===== src/hdl/tfcc_pkg.sv =====
// ----------------------------------------------------------------------------
// tfcc_pkg
// Shared constants, types and the CRC-8 step for the thermal frame checker.
// ----------------------------------------------------------------------------
package tfcc_pkg;

  localparam int unsigned PIXELS   = 16;
  localparam int unsigned WORDS    = PIXELS + 1;
  localparam int unsigned DATA_LEN = 2 * WORDS;
  localparam int unsigned POS_W    = $clog2(DATA_LEN + 1);
  localparam int unsigned ADDR_W   = $clog2(WORDS);
  localparam int unsigned IDX_W    = 5;
  localparam int unsigned WORD_W   = 16;

  localparam logic [7:0] CRC_POLY     = 8'h07;
  localparam logic [6:0] BUS_ADDR_RST = 7'h0A;
  localparam logic [7:0] CMD_CODE_RST = 8'h4C;

  localparam logic [7:0] CFG_IDX_BUS_ADDR = 8'd0;
  localparam logic [7:0] CFG_IDX_CMD_CODE = 8'd1;

  typedef struct packed {
    logic              crc_en;
    logic              seed_sel;
    logic              hold_en;
    logic              wr_en;
    logic [ADDR_W-1:0] wr_addr;
    logic              load_err;
    logic              load_word;
    logic [ADDR_W-1:0] rd_addr;
    logic              last;
  } cmd_t;

  typedef struct packed {
    logic seed_ok;
    logic crc_match;
  } sts_t;

  function automatic logic [7:0] crc_byte(input logic [7:0] v);
    logic [7:0] c;
    c = v;
    for (int k = 0; k < 8; k++) begin
      c = c[7] ? ((c << 1) ^ CRC_POLY) : (c << 1);
    end
    return c;
  endfunction

endpackage


===== src/hdl/tfcc_datapath.sv =====
// ----------------------------------------------------------------------------
// tfcc_datapath
// Config registers, staged CRC seed, running CRC, word packing, word store
// and output payload registers.
// ----------------------------------------------------------------------------
module tfcc_datapath import tfcc_pkg::*; (
  input  logic              clk_i,
  input  logic              rst_ni,
  input  logic              cfg_valid_i,
  input  logic [7:0]        cfg_index_i,
  input  logic [7:0]        cfg_data_i,
  input  logic [7:0]        data_byte_i,
  input  cmd_t              cmd_i,
  output sts_t              sts_o,
  output logic [IDX_W-1:0]  word_index_o,
  output logic [WORD_W-1:0] word_value_o,
  output logic              crc_ok_o,
  output logic              last_o
);

  logic [6:0]        bus_addr_q;
  logic [7:0]        cmd_code_q;
  logic [7:0]        c1_q, c2_q, seed_q;
  logic [1:0]        settle_q;
  logic [7:0]        crc_q;
  logic [7:0]        hold_q;
  logic [WORD_W-1:0] store [WORDS];
  logic [IDX_W-1:0]  idx_q;
  logic [WORD_W-1:0] value_q;
  logic              ok_q, last_q;

  logic [7:0] wr_byte;
  logic [7:0] crc_d;

  assign wr_byte = {bus_addr_q, 1'b0};
  assign crc_d   = crc_byte(data_byte_i ^ (cmd_i.seed_sel ? seed_q : crc_q));

  assign sts_o.seed_ok   = (settle_q == 2'd0);
  assign sts_o.crc_match = (crc_q == data_byte_i);

  always_ff @(posedge clk_i or negedge rst_ni) begin
    if (!rst_ni) begin
      bus_addr_q <= BUS_ADDR_RST;
      cmd_code_q <= CMD_CODE_RST;
      settle_q   <= 2'd3;
      c1_q       <= '0;
      c2_q       <= '0;
      seed_q     <= '0;
      crc_q      <= '0;
      hold_q     <= '0;
    end else begin
      c1_q   <= crc_byte(wr_byte);
      c2_q   <= crc_byte(cmd_code_q ^ c1_q);
      seed_q <= crc_byte((wr_byte | 8'h01) ^ c2_q);
      if (cfg_valid_i) begin
        settle_q <= 2'd3;
        unique case (cfg_index_i)
          CFG_IDX_BUS_ADDR: bus_addr_q <= cfg_data_i[6:0];
          CFG_IDX_CMD_CODE: cmd_code_q <= cfg_data_i;
          default: ;
        endcase
      end else if (settle_q != 2'd0) begin
        settle_q <= settle_q - 2'd1;
      end
      if (cmd_i.crc_en) begin
        crc_q <= crc_d;
      end
      if (cmd_i.hold_en) begin
        hold_q <= data_byte_i;
      end
    end
  end

  always_ff @(posedge clk_i) begin
    if (cmd_i.wr_en) begin
      store[cmd_i.wr_addr] <= {data_byte_i, hold_q};
    end
    if (cmd_i.load_word) begin
      value_q <= store[cmd_i.rd_addr];
      idx_q   <= IDX_W'(cmd_i.rd_addr);
      ok_q    <= 1'b1;
      last_q  <= cmd_i.last;
    end else if (cmd_i.load_err) begin
      value_q <= '0;
      idx_q   <= '0;
      ok_q    <= 1'b0;
      last_q  <= 1'b1;
    end
  end

  assign word_index_o = idx_q;
  assign word_value_o = value_q;
  assign crc_ok_o     = ok_q;
  assign last_o       = last_q;

endmodule


===== config.mk =====
export PLATFORM = sky130hd
export DESIGN_NAME = tfcc_datapath
export DESIGN_NICKNAME = d
export VERILOG_FILES = /design/src/hdl/tfcc_pkg.sv /design/src/hdl/tfcc_datapath.sv
export SDC_FILE = /design/constraint.sdc
export NUM_CORES = 1
export LEC_CHECK = 0
export BUFFER_PORTS_ARGS = -buffer_cell sky130_fd_sc_hd__buf_2
export CORE_ASPECT_RATIO = 0.7
export CORE_UTILIZATION = 40
export DETAILED_ROUTE_END_ITERATION = 10
export SYNTH_ARGS = -nofsm -noshare
export SYNTH_HDL_FRONTEND = slang
export SYNTH_SLANG_ARGS = --single-unit

===== constraint.sdc =====
create_clock -name clk_i -period 2.35 [get_ports clk_i]
set_input_delay 0.235 -clock clk_i [delete_from_list [all_inputs] [get_ports clk_i]]
set_output_delay 0.235 -clock clk_i [all_outputs]
set_load 0.02 [all_outputs]

# == Yosys cells after proc, flatten, opt, wreduce, memory -nomap -nowiden ==
# Memories as Yosys holds them, arrays and structs flattened.
# Cells that the tools add are included.
# totals
ramBits,272
elab_cells,101
register_bits,80
memories,1
output_inout_bits,25
# memory_table
name,depth,word_bits,read_ports,rd_clocked_by_memory_dff,wr,line,rtl
store,17,16,1,0,1,tfcc_datapath.sv:27,logic [WORD_W-1:0] store [WORDS];
# op_classes
addsub,1
bitwise,35
eq_ne,2
n_reduce_logical,7
muxes,43
# op_table
cell,n
2-to-1 mux 3 bit,32
inverter 3 bit,32
2-to-1 mux 16 bit,2
bitwise XOR 8 bit,3
2-to-1 mux 5 bit,2
equality test 8 x 1 -> 1 bit (second input constant),1
equality test 8 bit,1
logical NOT 8 bit,1
2-to-1 mux 8 bit,1
nonzero test 2 bit,3
2-to-1 mux 1 bit,4
2-to-1 mux 2 bit,2
AND reduction 2 bit,2
logical NOT 2 bit,1
subtractor 2 x 1 -> 2 bit (second input constant),1

# == Longest topological paths before layout ==
# Gate-level depths: netlist (run 1).
# depth
depth_word,18
mapped_depth,8
depth_no_buf,6

# == Worst setup path before layout (run 1) ==
# Ideal clock, no wire load.
# synth_timing
kind,input -> register
start,input cmd_i[13] in the netlist's numbering
end,"memory store[8][0], enable pin"
arrival_time_ps,1897
required_time_ps,1937
n_path_buf,0
setup_slack_ps,40
path_stages,3
path_cell_list,nor2b_1 > nand2_1 > nor3b_1
# synth_between
elab_chain_cells,2
# synth_lines
element,line,rtl
from (decl),tfcc_datapath.sv:13,"input cmd_t cmd_i,"
2-to-1 mux 1 bit,tfcc_datapath.sv:75,if (cmd_i.wr_en) begin
2-to-1 mux 1 bit (implied by the code),tfcc_datapath.sv:76,"store[cmd_i.wr_addr] <= {data_byte_i, hold_q};"
to (decl),tfcc_datapath.sv:27,
# Every way passes these cells.

# == Final worst setup path (run 1) ==
# layout_timing
start,register crc_q[6]
end,register crc_q[0]
# layout_between
elab_chain_cells,4
# layout_lines
element,line,rtl
from (decl),tfcc_datapath.sv:25,logic [7:0] crc_q;
from (signal assigned),tfcc_datapath.sv:66,crc_q <= crc_d;
2-to-1 mux 8 bit,tfcc_datapath.sv:36,assign crc_d = crc_byte(data_byte_i ^ (cmd_i.seed_sel ? seed_q : crc_q));
bitwise XOR 8 bit,tfcc_datapath.sv:36,
2-to-1 mux 3 bit (2 in series),tfcc_pkg.sv:43,c = c[7] ? ((c << 1) ^ CRC_POLY) : (c << 1);
# Every way passes these cells.
# A chain may end at the register's enable or synchronous reset.

==> impl_results.md, run 1 <==
* Number of global-route vias before repair at between 7000 and 8000
* Initial antenna violation count at 1
* CTS max path bufs at 3
* CTS clk-pin slew, worst paths at ~0.06 ns
* Critical path class: reg -> reg
* Pin count of the biggest net entering global routing at slightly below 60
* Synth warnings at 0
* First-pass GRT wire length at ~48000 µm
* Relative slew slack at 0.334
* Vias at around 7100
* Routed length per instance at 24.0 µm
* Sw power at between 3 and 4 mW
* DRT Pass-1 Iters at 5
* Number of synthesized register bits at ~350
* Tmin final at 2.06 ns
* Remaining Overflow, GRT at 0
* Routability Congestion at between 0.7 and 0.8
* Detail Route Antenna Nets at 0
* Die width at around 230 µm
* CTS Hold Bufs at 12
* Synth cell types at between 40 and 50
* CP endpoint kind: flip-flop
* Required time worst endpoint at roughly 2.8 ns
* Reg2reg path depth at 6
* Post-Synthesis Cells at slightly above 700
* Register share of total power at 0.499
* DRC errors left at 0
* Hold Violations, Final at 0
* Initial Util at 0.411
* Rows at 56
* Leak Pwr at roughly 5.7 nW
* Post-CTS Setup Bufs at 0
* Post-DP HPWL at a little under 20000 µm
* Tightest Pin Transition at ~1 ns
* Fin. max-slew vios at 0
* Sequential share of the synthesized area at 0.737
* Part of the cycle the worst path needs at 0.875
* Tot Pwr at around 15 mW
* Syn_area_per_cell at 19.2 µm²
* Post-route cell area at roughly 16000 µm²
* Outcome: completed
* Placed cell area at roughly 15000 µm²
* Core footprint at approximately 34000 µm²
* Layout Utilization at 0.484
* Min Hold Slack at ~0.026 ns
* Worst slack, placed at 0.0838 ns
* Syn_nets at roughly 770
* Starting DRT DRC Count at about 630
* Pint at about 11 mW
* Post-Syn Area at 14000 µm²
* Setup violators final at 0
* Clock Skew at ~0.023 ns
* Layout area overhead at 17.7%
* Sw Ratio at 0.248
* CTS Sinks at about 350
* Maximum VDD drop at ~0.52 mV
* Fin nets at roughly 900
* FF-to-FF setup slack at roughly 0.29 ns
* Filler cell count at about 2800
* CTS tree: done
* Critical Path AT at 2.47 ns
* Layout Cells excl Fill at between 1000 and 1500
* Tot GR Track Use at 0.189
* Logic pwr share at 0.150
* F_max at between 400 and 500 MHz
* Final WS setup at 0.293 ns
* Hold Path Depth at 1
* IO buf count at slightly below 70
* Top_reg_cell synth: edfxtp_1
* Crit Path Max Fanout at 3
* Setup TNS at 0 ns
* Resized cells post-CTS at 0
* Min-delay worst type: in -> reg
* Layout cells sized above 1 at 0.317
* Clk root buf: clkbuf_16
* RSZ-0062 raised after global routing: no
* Clock Power Share at 0.351
* CTS buffer count at 34
* Placed Cells at 1270
* Detailed-route wire length at around 32000 µm
* # H-tree levels at 2
* Pwr/cell area at a little over 900 nW/µm²
* I/O pin count at 69
* Vias per cell at 5.29
* Die span in y at 158 µm
* Max-Cap Viols at 0
* Die area at between 30000 and 40000 µm²
* Clk_lat worst skew at 0.53 ns
* CP startpoint kind: flip-flop
* Number of synthesized flops with an enable pin at slightly below 300
* Synth async-reset ratio at 0.162
==> registers in the layout, summed over array words and instances, names as in the netlist, 8 cells and up <==
name	count
c2_q	8
hold_q	8
word_value_o	16
c1_q	8
cmd_code_q	8
store	272
seed_q	8
crc_q	8
==> worst paths after layout <==
| path | start | end |
|---|---|---|
| setup / recovery | crc_q[6] | crc_q[0] |
| setup reg to reg | crc_q[6] | crc_q[0] |
| hold / removal | data_byte_i[5] | store[13][13] |
| max in group asynchronous | rst_ni | hold_q[0] |
| min in group asynchronous | rst_ni | cmd_code_q[4] |
| hold reg to reg | crc_ok_o | crc_ok_o |
==> final cells by class <==
| cell class | count | area, µm² | area share |
|---|---|---|---|
| diodes | 1 | 2.50 | 0.000152 |
| clock buffers | 47 | 962 | 0.0586 |
| clock inverters | 13 | 95.1 | 0.00579 |
| inverters | 5 | 18.8 | 0.00114 |
| multi-input cells | 335 | 3550 | 0.217 |
| flip-flops and latches | 352 | 10300 | 0.626 |
| well taps | 464 | 581 | 0.0354 |
| repair buffers | 126 | 921 | 0.0561 |
==> layout by cell type, fill, tap and decap left out, types with 12 or more instances in the layout <==
cell type,n
nor2b_1,19
clkbuf_16,36
mux2_2,27
mux4_2,64
buf_2,67
a22oi_1,32
edfxtp_1,294
buf_4,38
dlygate4sd3_1,12
dfrtp_1,50
xor2_1,20
a21oi_1,33
xnor2_1,61
nor2_2,13
==> cells by family after synthesis <==
kind of cell	Yosys count	share of synthesized area
buffers and inverters	39	0.0117
flip-flops	352	0.737
multiplexers	103	0.134
adder cells (fa/ha/maj)	1	0.000896
XOR/XNOR	84	0.0548
AND/OR/NAND/NOR	75	0.0291
AO/OA/AOI/OAI	72	0.0328
==> critical path, stage by stage, from the launching register on <==
cell     delay [ns]
dfrtp_1        0.40
mux2i_1        0.25
xnor2_2        0.19
xor2_1         0.31
xnor2_1        0.22
mux2_1         0.35
a22o_1         0.23
==> cells in the mapped netlist (all sizes together) (2+ instances only) <==
master	n	area (µm²)
mux4	64	1440
buf	13	66.3
mux2i	11	110
nand3	3	15.0
nor3b	2	15.0
clkbuf	21	78.8
a22oi	32	240
o21ai	2	10.0
nand4	2	12.5
dfstp	7	184
inv	5	18.8
nand3b	2	15.0
nand2b	5	31.3
nand2	8	30.0
edfxtp	294	8830
xnor2	63	567
a21oi	33	165
and2	6	37.5
dfrtp	50	1250
nor2	21	78.8
xor2	20	175
mux2	28	315
nor2b	19	119
==> power by group through the flow <==
| stage | logic (mW) | registers [mW] | clock network (mW) |
|---|---|---|---|
| CTS | 2.28 | 7.49 | 5.38 |
| finish | 2.26 | 7.49 | 5.27 |
| global route | 2.48 | 7.53 | 5.59 |
| floorplan | 1.67 | 7.55 | 0 |
| global placement | 2.23 | 7.61 | 0 |
| detailed placement | 2.25 | 7.61 | 0 |
==> metal layers <==
layer / wire (µm) / track usage
met5: 0 / 0
met2: 14200 / 0.280
met3: 1990 / 0.0352
met1: 15600 / 0.287
met4: 496 / 0.0466
No activity file was read; power rests on OpenSTA's default activity.
==> inputs of run 2 (changes only) <==
- MAX_ROUTING_LAYER: not set -> met4
==> run 2 against run 1 <==
Maximum frequency is 0.25% higher. First-iteration DRC count is 4.6% lower. Routed wire length is 0.11% higher. Count of clock-buffer cells in the layout stayed put. Register-to-register slack hardly changed. Global-route usage is 0.59 points higher. Final cell count stayed put. Clock power hardly changed. Worst hold slack better by 0.0035 ns. Sequential power hardly changed. Critical path type unchanged. Critical endpoint unchanged. Largest cell class unchanged.
==> impl_results.md, run 2 (synthesized netlist as in run 1, its figures left out) <==
* CTS Sinks at ~350
* Fin. max-slew vios at 0
* Layout cells sized above 1 at 0.317
* RSZ-0062 raised after global routing: no
* Commonest non-fill, non-tap cell in the layout: edfxtp_1
* Detail Route Antenna Nets at 0
* Met3 wire len at between 1500 and 2000 µm
* Critical Path AT at approximately 2.5 ns
* Max-Cap Viols at 0
* Top Layer Used: met4
* Crit Path Max Fanout at 3
* CTS clk-pin slew, worst paths at roughly 0.060 ns
* # H-tree levels at 2
* Outcome: completed
* Core footprint at approximately 34000 µm²
* CTS tree: done
* Initial Util at 0.411
* Leak Pwr at about 5.7 nW
* CP startpoint kind: flip-flop
* Initial antenna violation count at 1
* Routability Congestion at ~0.77
* Clock Skew at around 0.022 ns
* Rows at 56
* Layout Cells excl Fill at between 1000 and 1500
* CP endpoint kind: flip-flop
* Max reg flops at ~270
* Tot GR Track Use at 0.195
* I/O pin count at between 60 and 70
* Remaining Overflow, GRT at 0
* DRC errors left at 0
* Setup TNS at 0 ns
* Setup violators final at 0
* Fin nets at 899
* IO buf count at 68
* Number of global-route vias before repair at about 7000
* Register with the most flip-flops: store
* Most frequent cells in the layout: 294 x edfxtp_1, 67 x buf_2, 64 x mux4_2
* Die area at roughly 36000 µm²
* Vias per cell at ~5.3
* Maximum VDD drop at slightly above 0.5 mV
* Detailed-route wire length at 32300 µm
* Pin count of the biggest net entering global routing at 58
* Layout area overhead at 17.7%
* Clk_lat worst skew at about 0.53 ns
* FF-to-FF setup slack at between 0.2 and 0.3 ns
* Die span in y at around 160 µm
* Relative slew slack at 0.348
* Min-delay worst type: in -> reg
* Hold Violations, Final at 0
* Tmin final at 2.05 ns
* Post-DP HPWL at between 15000 and 20000 µm
* Routed length per instance at approximately 24 µm
* Pwr/cell area at just over 900 nW/µm²
* WL met1 at between 15000 and 20000 µm
* Clk root buf: clkbuf_16
* Tightest Pin Transition at between 0.9 and 1 ns
* Resized cells post-CTS at 0
* Vias at 7125
* CTS max path bufs at 3
* Placed Cells at 1270
* Die width at between 200 and 250 µm
* CTS buffer count at 34
* Critical path class: reg -> reg
* Required time worst endpoint at around 2.8 ns
* WL met2 at around 14000 µm
* F_max at a little under 500 MHz
* Part of the cycle the worst path needs at 0.873
* Starting DRT DRC Count at roughly 600
* First-pass GRT wire length at around 48000 µm
* DRT Pass-1 Iters at 5
-- run 2: cell counts in the layout (fill, tap and decap cells not counted) --
No cell type changed its count.
-- run 2: routing by layer --
metal / global-route usage / vias to the layer above
met5: - / -
met4: 0.0466 / 0
met3: 0.0352 / 36
met2: 0.280 / 195
met1: 0.288 / 3786
li1: - / 3108
-- run 2: area by class of cell --
type                            count  area [µm²]
Timing Repair Buffer              126         921
Tap cell                          464         581
Clock inverter                     13        95.1
Sequential cell                   352       10300
Fill cell                        2823       17500
Clock buffer                       47         962
Inverter                            5        18.8
Multi-Input combinational cell    335        3550
Antenna cell                        1        2.50
-- run 2: metrics by stage --
step,power (mW),hold WS (ns),util,worst slack (ns),cell area (µm²)
after CTS,15.2,0.0188,0.484,0.292,16400
after global routing,15.6,0.0216,0.484,0.155,16400
after floorplan,9.22,-0.0606,-,0.0400,14000
after global placement,9.84,0.434,0.449,0.126,15200
final,15.0,0.0295,0.484,0.298,16400
after detailed placement,9.86,0.434,0.449,0.0838,15200
-- run 2: worst paths after layout --
path | from | end | cells past startpoint
min in group asynchronous | rst_ni | cmd_code_q[4] | 3
setup reg to reg | crc_q[6] | crc_q[0] | 6
hold / removal | data_byte_i[5] | store[13][13] | 1
hold reg to reg | crc_ok_o | crc_ok_o | 1
setup / recovery | crc_q[6] | crc_q[0] | 6
max in group asynchronous | rst_ni | hold_q[0] | 3
-- run 2: timing repair --
item | CTS | global route
endpoints found under the setup margin | 0 | 0
hold buffers | 12 | 0
setup buffers | 0 | 0
endpoints found under the hold margin | 69 | 0
-- run 2: critical path, stage by stage, from the launching register on --
cell,delay (ns)
dfrtp_1,0.40
mux2i_1,0.24
xnor2_2,0.19
xor2_1,0.31
xnor2_1,0.22
mux2_1,0.35
a22o_1,0.23
-- run 2: power breakdown --
part	switching, mW	total (mW)	internal, mW
Combinational	1.15	2.26	1.11
Sequential	0.294	7.49	7.20
Clock	2.28	5.26	2.99
==> inputs of run 3 (changes only) <==
- CORE_UTILIZATION: 40 -> 28
==> run 3 against run 2 <==
Sequential power about the same. Critical path depth stayed put. Sequential share of layout area shrank 0.56 points. Die area is 42% higher. Cell area increased by 0.90%. Count of clock-buffer cells in the layout rose by 1. Via count is 0.22% lower. Clock power is 4.4% lower. Power fell by 2.0%. Critical endpoint is now crc_q[4].
==> impl_results.md, run 3 (synthesized netlist as in run 1, its figures left out) <==
* Outcome: completed
* Critical path buffers and inverters at 0
* CTS max path bufs at 3
* Layout cells sized above 1 at 0.308
* Clk root buf: clkbuf_16
* Routability Congestion at approximately 0.73
* Register share of total power at 0.508
* Max reg flops at around 270
* Hold Path Depth at 2
* Hold Startpoint: cmd_i[4]
* Required time worst endpoint at 2.73 ns
* Sw Ratio at 0.247
* Tot Pwr at about 15 mW
* Reg area at 10300 µm²
* RSZ-0062 raised after global routing: no
* Hold Violations, Final at 0
* CTS clk-pin slew, worst paths at around 0.060 ns
* Peak per-stage delay on the critical path at roughly 0.44 ns
* Die width at between 200 and 300 µm
* Initial Util at 0.283
* Setup violators final at 0
* # H-tree levels at 2
* Sw power at 3.63 mW
* Reg2reg end: crc_q[4]
* Layout area overhead at 18.7%
* Tot GR Track Use at 0.134
* Crit path from: crc_q[2]
* Min Hold Slack at about 0.052 ns
* Fin nets at approximately 900
* CP startpoint kind: flip-flop
* Maximum VDD drop at 0.510 mV
* Number of global-route vias before repair at roughly 7300
* Vias per cell at 4.61
* Clock Power Share at 0.342
* Rows at 68
* CP endpoint kind: flip-flop
* Layout Cells excl Fill at 1543
* Commonest non-fill, non-tap cell in the layout: edfxtp_1
* F_max at about 510 MHz
* Cell family with most CP delay: XOR/XNOR gates
* First-pass GRT wire length at between 40000 and 50000 µm
* Relative slew slack at 0.468
* DRC errors left at 0
* Pin count of the biggest net entering global routing at between 50 and 60
* Post-CTS Setup Bufs at 0
* Tightest Pin Transition at around 0.80 ns
* Detailed-route wire length at 32300 µm
* Initial antenna violation count at 2
* Resized cells post-CTS at 0
* Min-delay worst type: in -> reg
* Reg2reg path depth at 6
* Placed Cells at between 1000 and 1500
* Die area at slightly above 50000 µm²
* Register with the most flip-flops: store
* Most frequent cells in the layout: 294 x edfxtp_1, 67 x buf_2, 64 x mux4_2
* Post-route cell area at approximately 17000 µm²
* Critical Path AT at about 2.4 ns
* Fin. max-slew vios at 0
* Remaining Overflow, GRT at 0
* Leak Pwr at 5.63 nW
* IO buf count at slightly below 70
* Logic pwr share at 0.150
* Routed length per instance at between 20 and 25 µm
* Filler cell count at roughly 4600
* Detail Route Antenna Nets at 0
* Hold Crit Endpoint: word_index_o[3]
* Starting DRT DRC Count at around 730
* Cells along the critical path: mux2i_1 -> xor2_1 -> xnor2_1 -> xnor2_2 -> o21ai_0 -> a2111o_1
* Core footprint at between 40000 and 50000 µm²
* Pint at roughly 11 mW
* Clock Skew at 0.0290 ns
* CTS tree: done
* Max-Cap Viols at 0
* Part of the cycle the worst path needs at 0.839
* Setup TNS at 0 ns
* Tmin final at roughly 2.0 ns
* Crit Path Max Fanout at 5
* Placed cell area at ~15000 µm²
* Launching point of the worst reg2reg path: crc_q[2]
* Pwr/cell area at 888 nW/µm²
* Layout Utilization at 0.336
* Clk_lat worst skew at 0.53 ns
* I/O pin count at ~70
* Post-DP HPWL at around 19000 µm
* Slowest CP cell: dfrtp_1
* DRT Pass-1 Iters at 5
* Vias at about 7000
* Critical path class: reg -> reg
* FF-to-FF setup slack at approximately 0.38 ns
* Multi-input logic area at between 3000 and 4000 µm²
* Worst slack, placed at 0.117 ns
* CTS Sinks at ~350
* CTS buffer count at 34
* Die span in y at between 150 and 200 µm
* Final WS setup at ~0.38 ns
==> run 3: layer usage <==
metal  wire length [µm]  GRT usage  vias up
li1                   -          -     3101
met3               2040     0.0272       47
met5                  0          -        -
met1              14600      0.184     3744
met4                602     0.0317        0
met2              15000      0.203      217
==> run 3: worst max path at each step <==
stage	endpoint	slack (ns)	cells past startpoint
after floorplan	store[8][0]	0.04	3
after global placement	word_value_o[4]	0.14	8
after detailed placement	crc_q[4]	0.12	8
after CTS	crc_q[4]	0.35	6
after global routing	crc_q[4]	0.24	6
final	crc_q[4]	0.38	6
==> run 3: repair_timing <==
item | in CTS | in global routing
hold buffers | 12 | 0
endpoints found under the hold margin | 69 | 0
endpoints found under the setup margin | 0 | 0
==> run 3: power by group through the flow <==
stage / clock network, mW / registers [mW] / logic [mW]
after floorplan: 0 / 7.55 / 1.67
after global placement: 0 / 7.59 / 2.18
after detailed placement: 0 / 7.60 / 2.21
after CTS: 5.17 / 7.48 / 2.24
after global routing: 5.43 / 7.52 / 2.41
final: 5.03 / 7.47 / 2.20
==> run 3: area by class of cell <==
type                       instances  share of cell area
sequential                       352               0.621
timing repair buffer             125              0.0529
multi-input combinational        335               0.215
clock buffer                      48              0.0558
inverter                           5             0.00113
clock inverter                    12             0.00446
antenna                            1            0.000151
tap                              665              0.0502
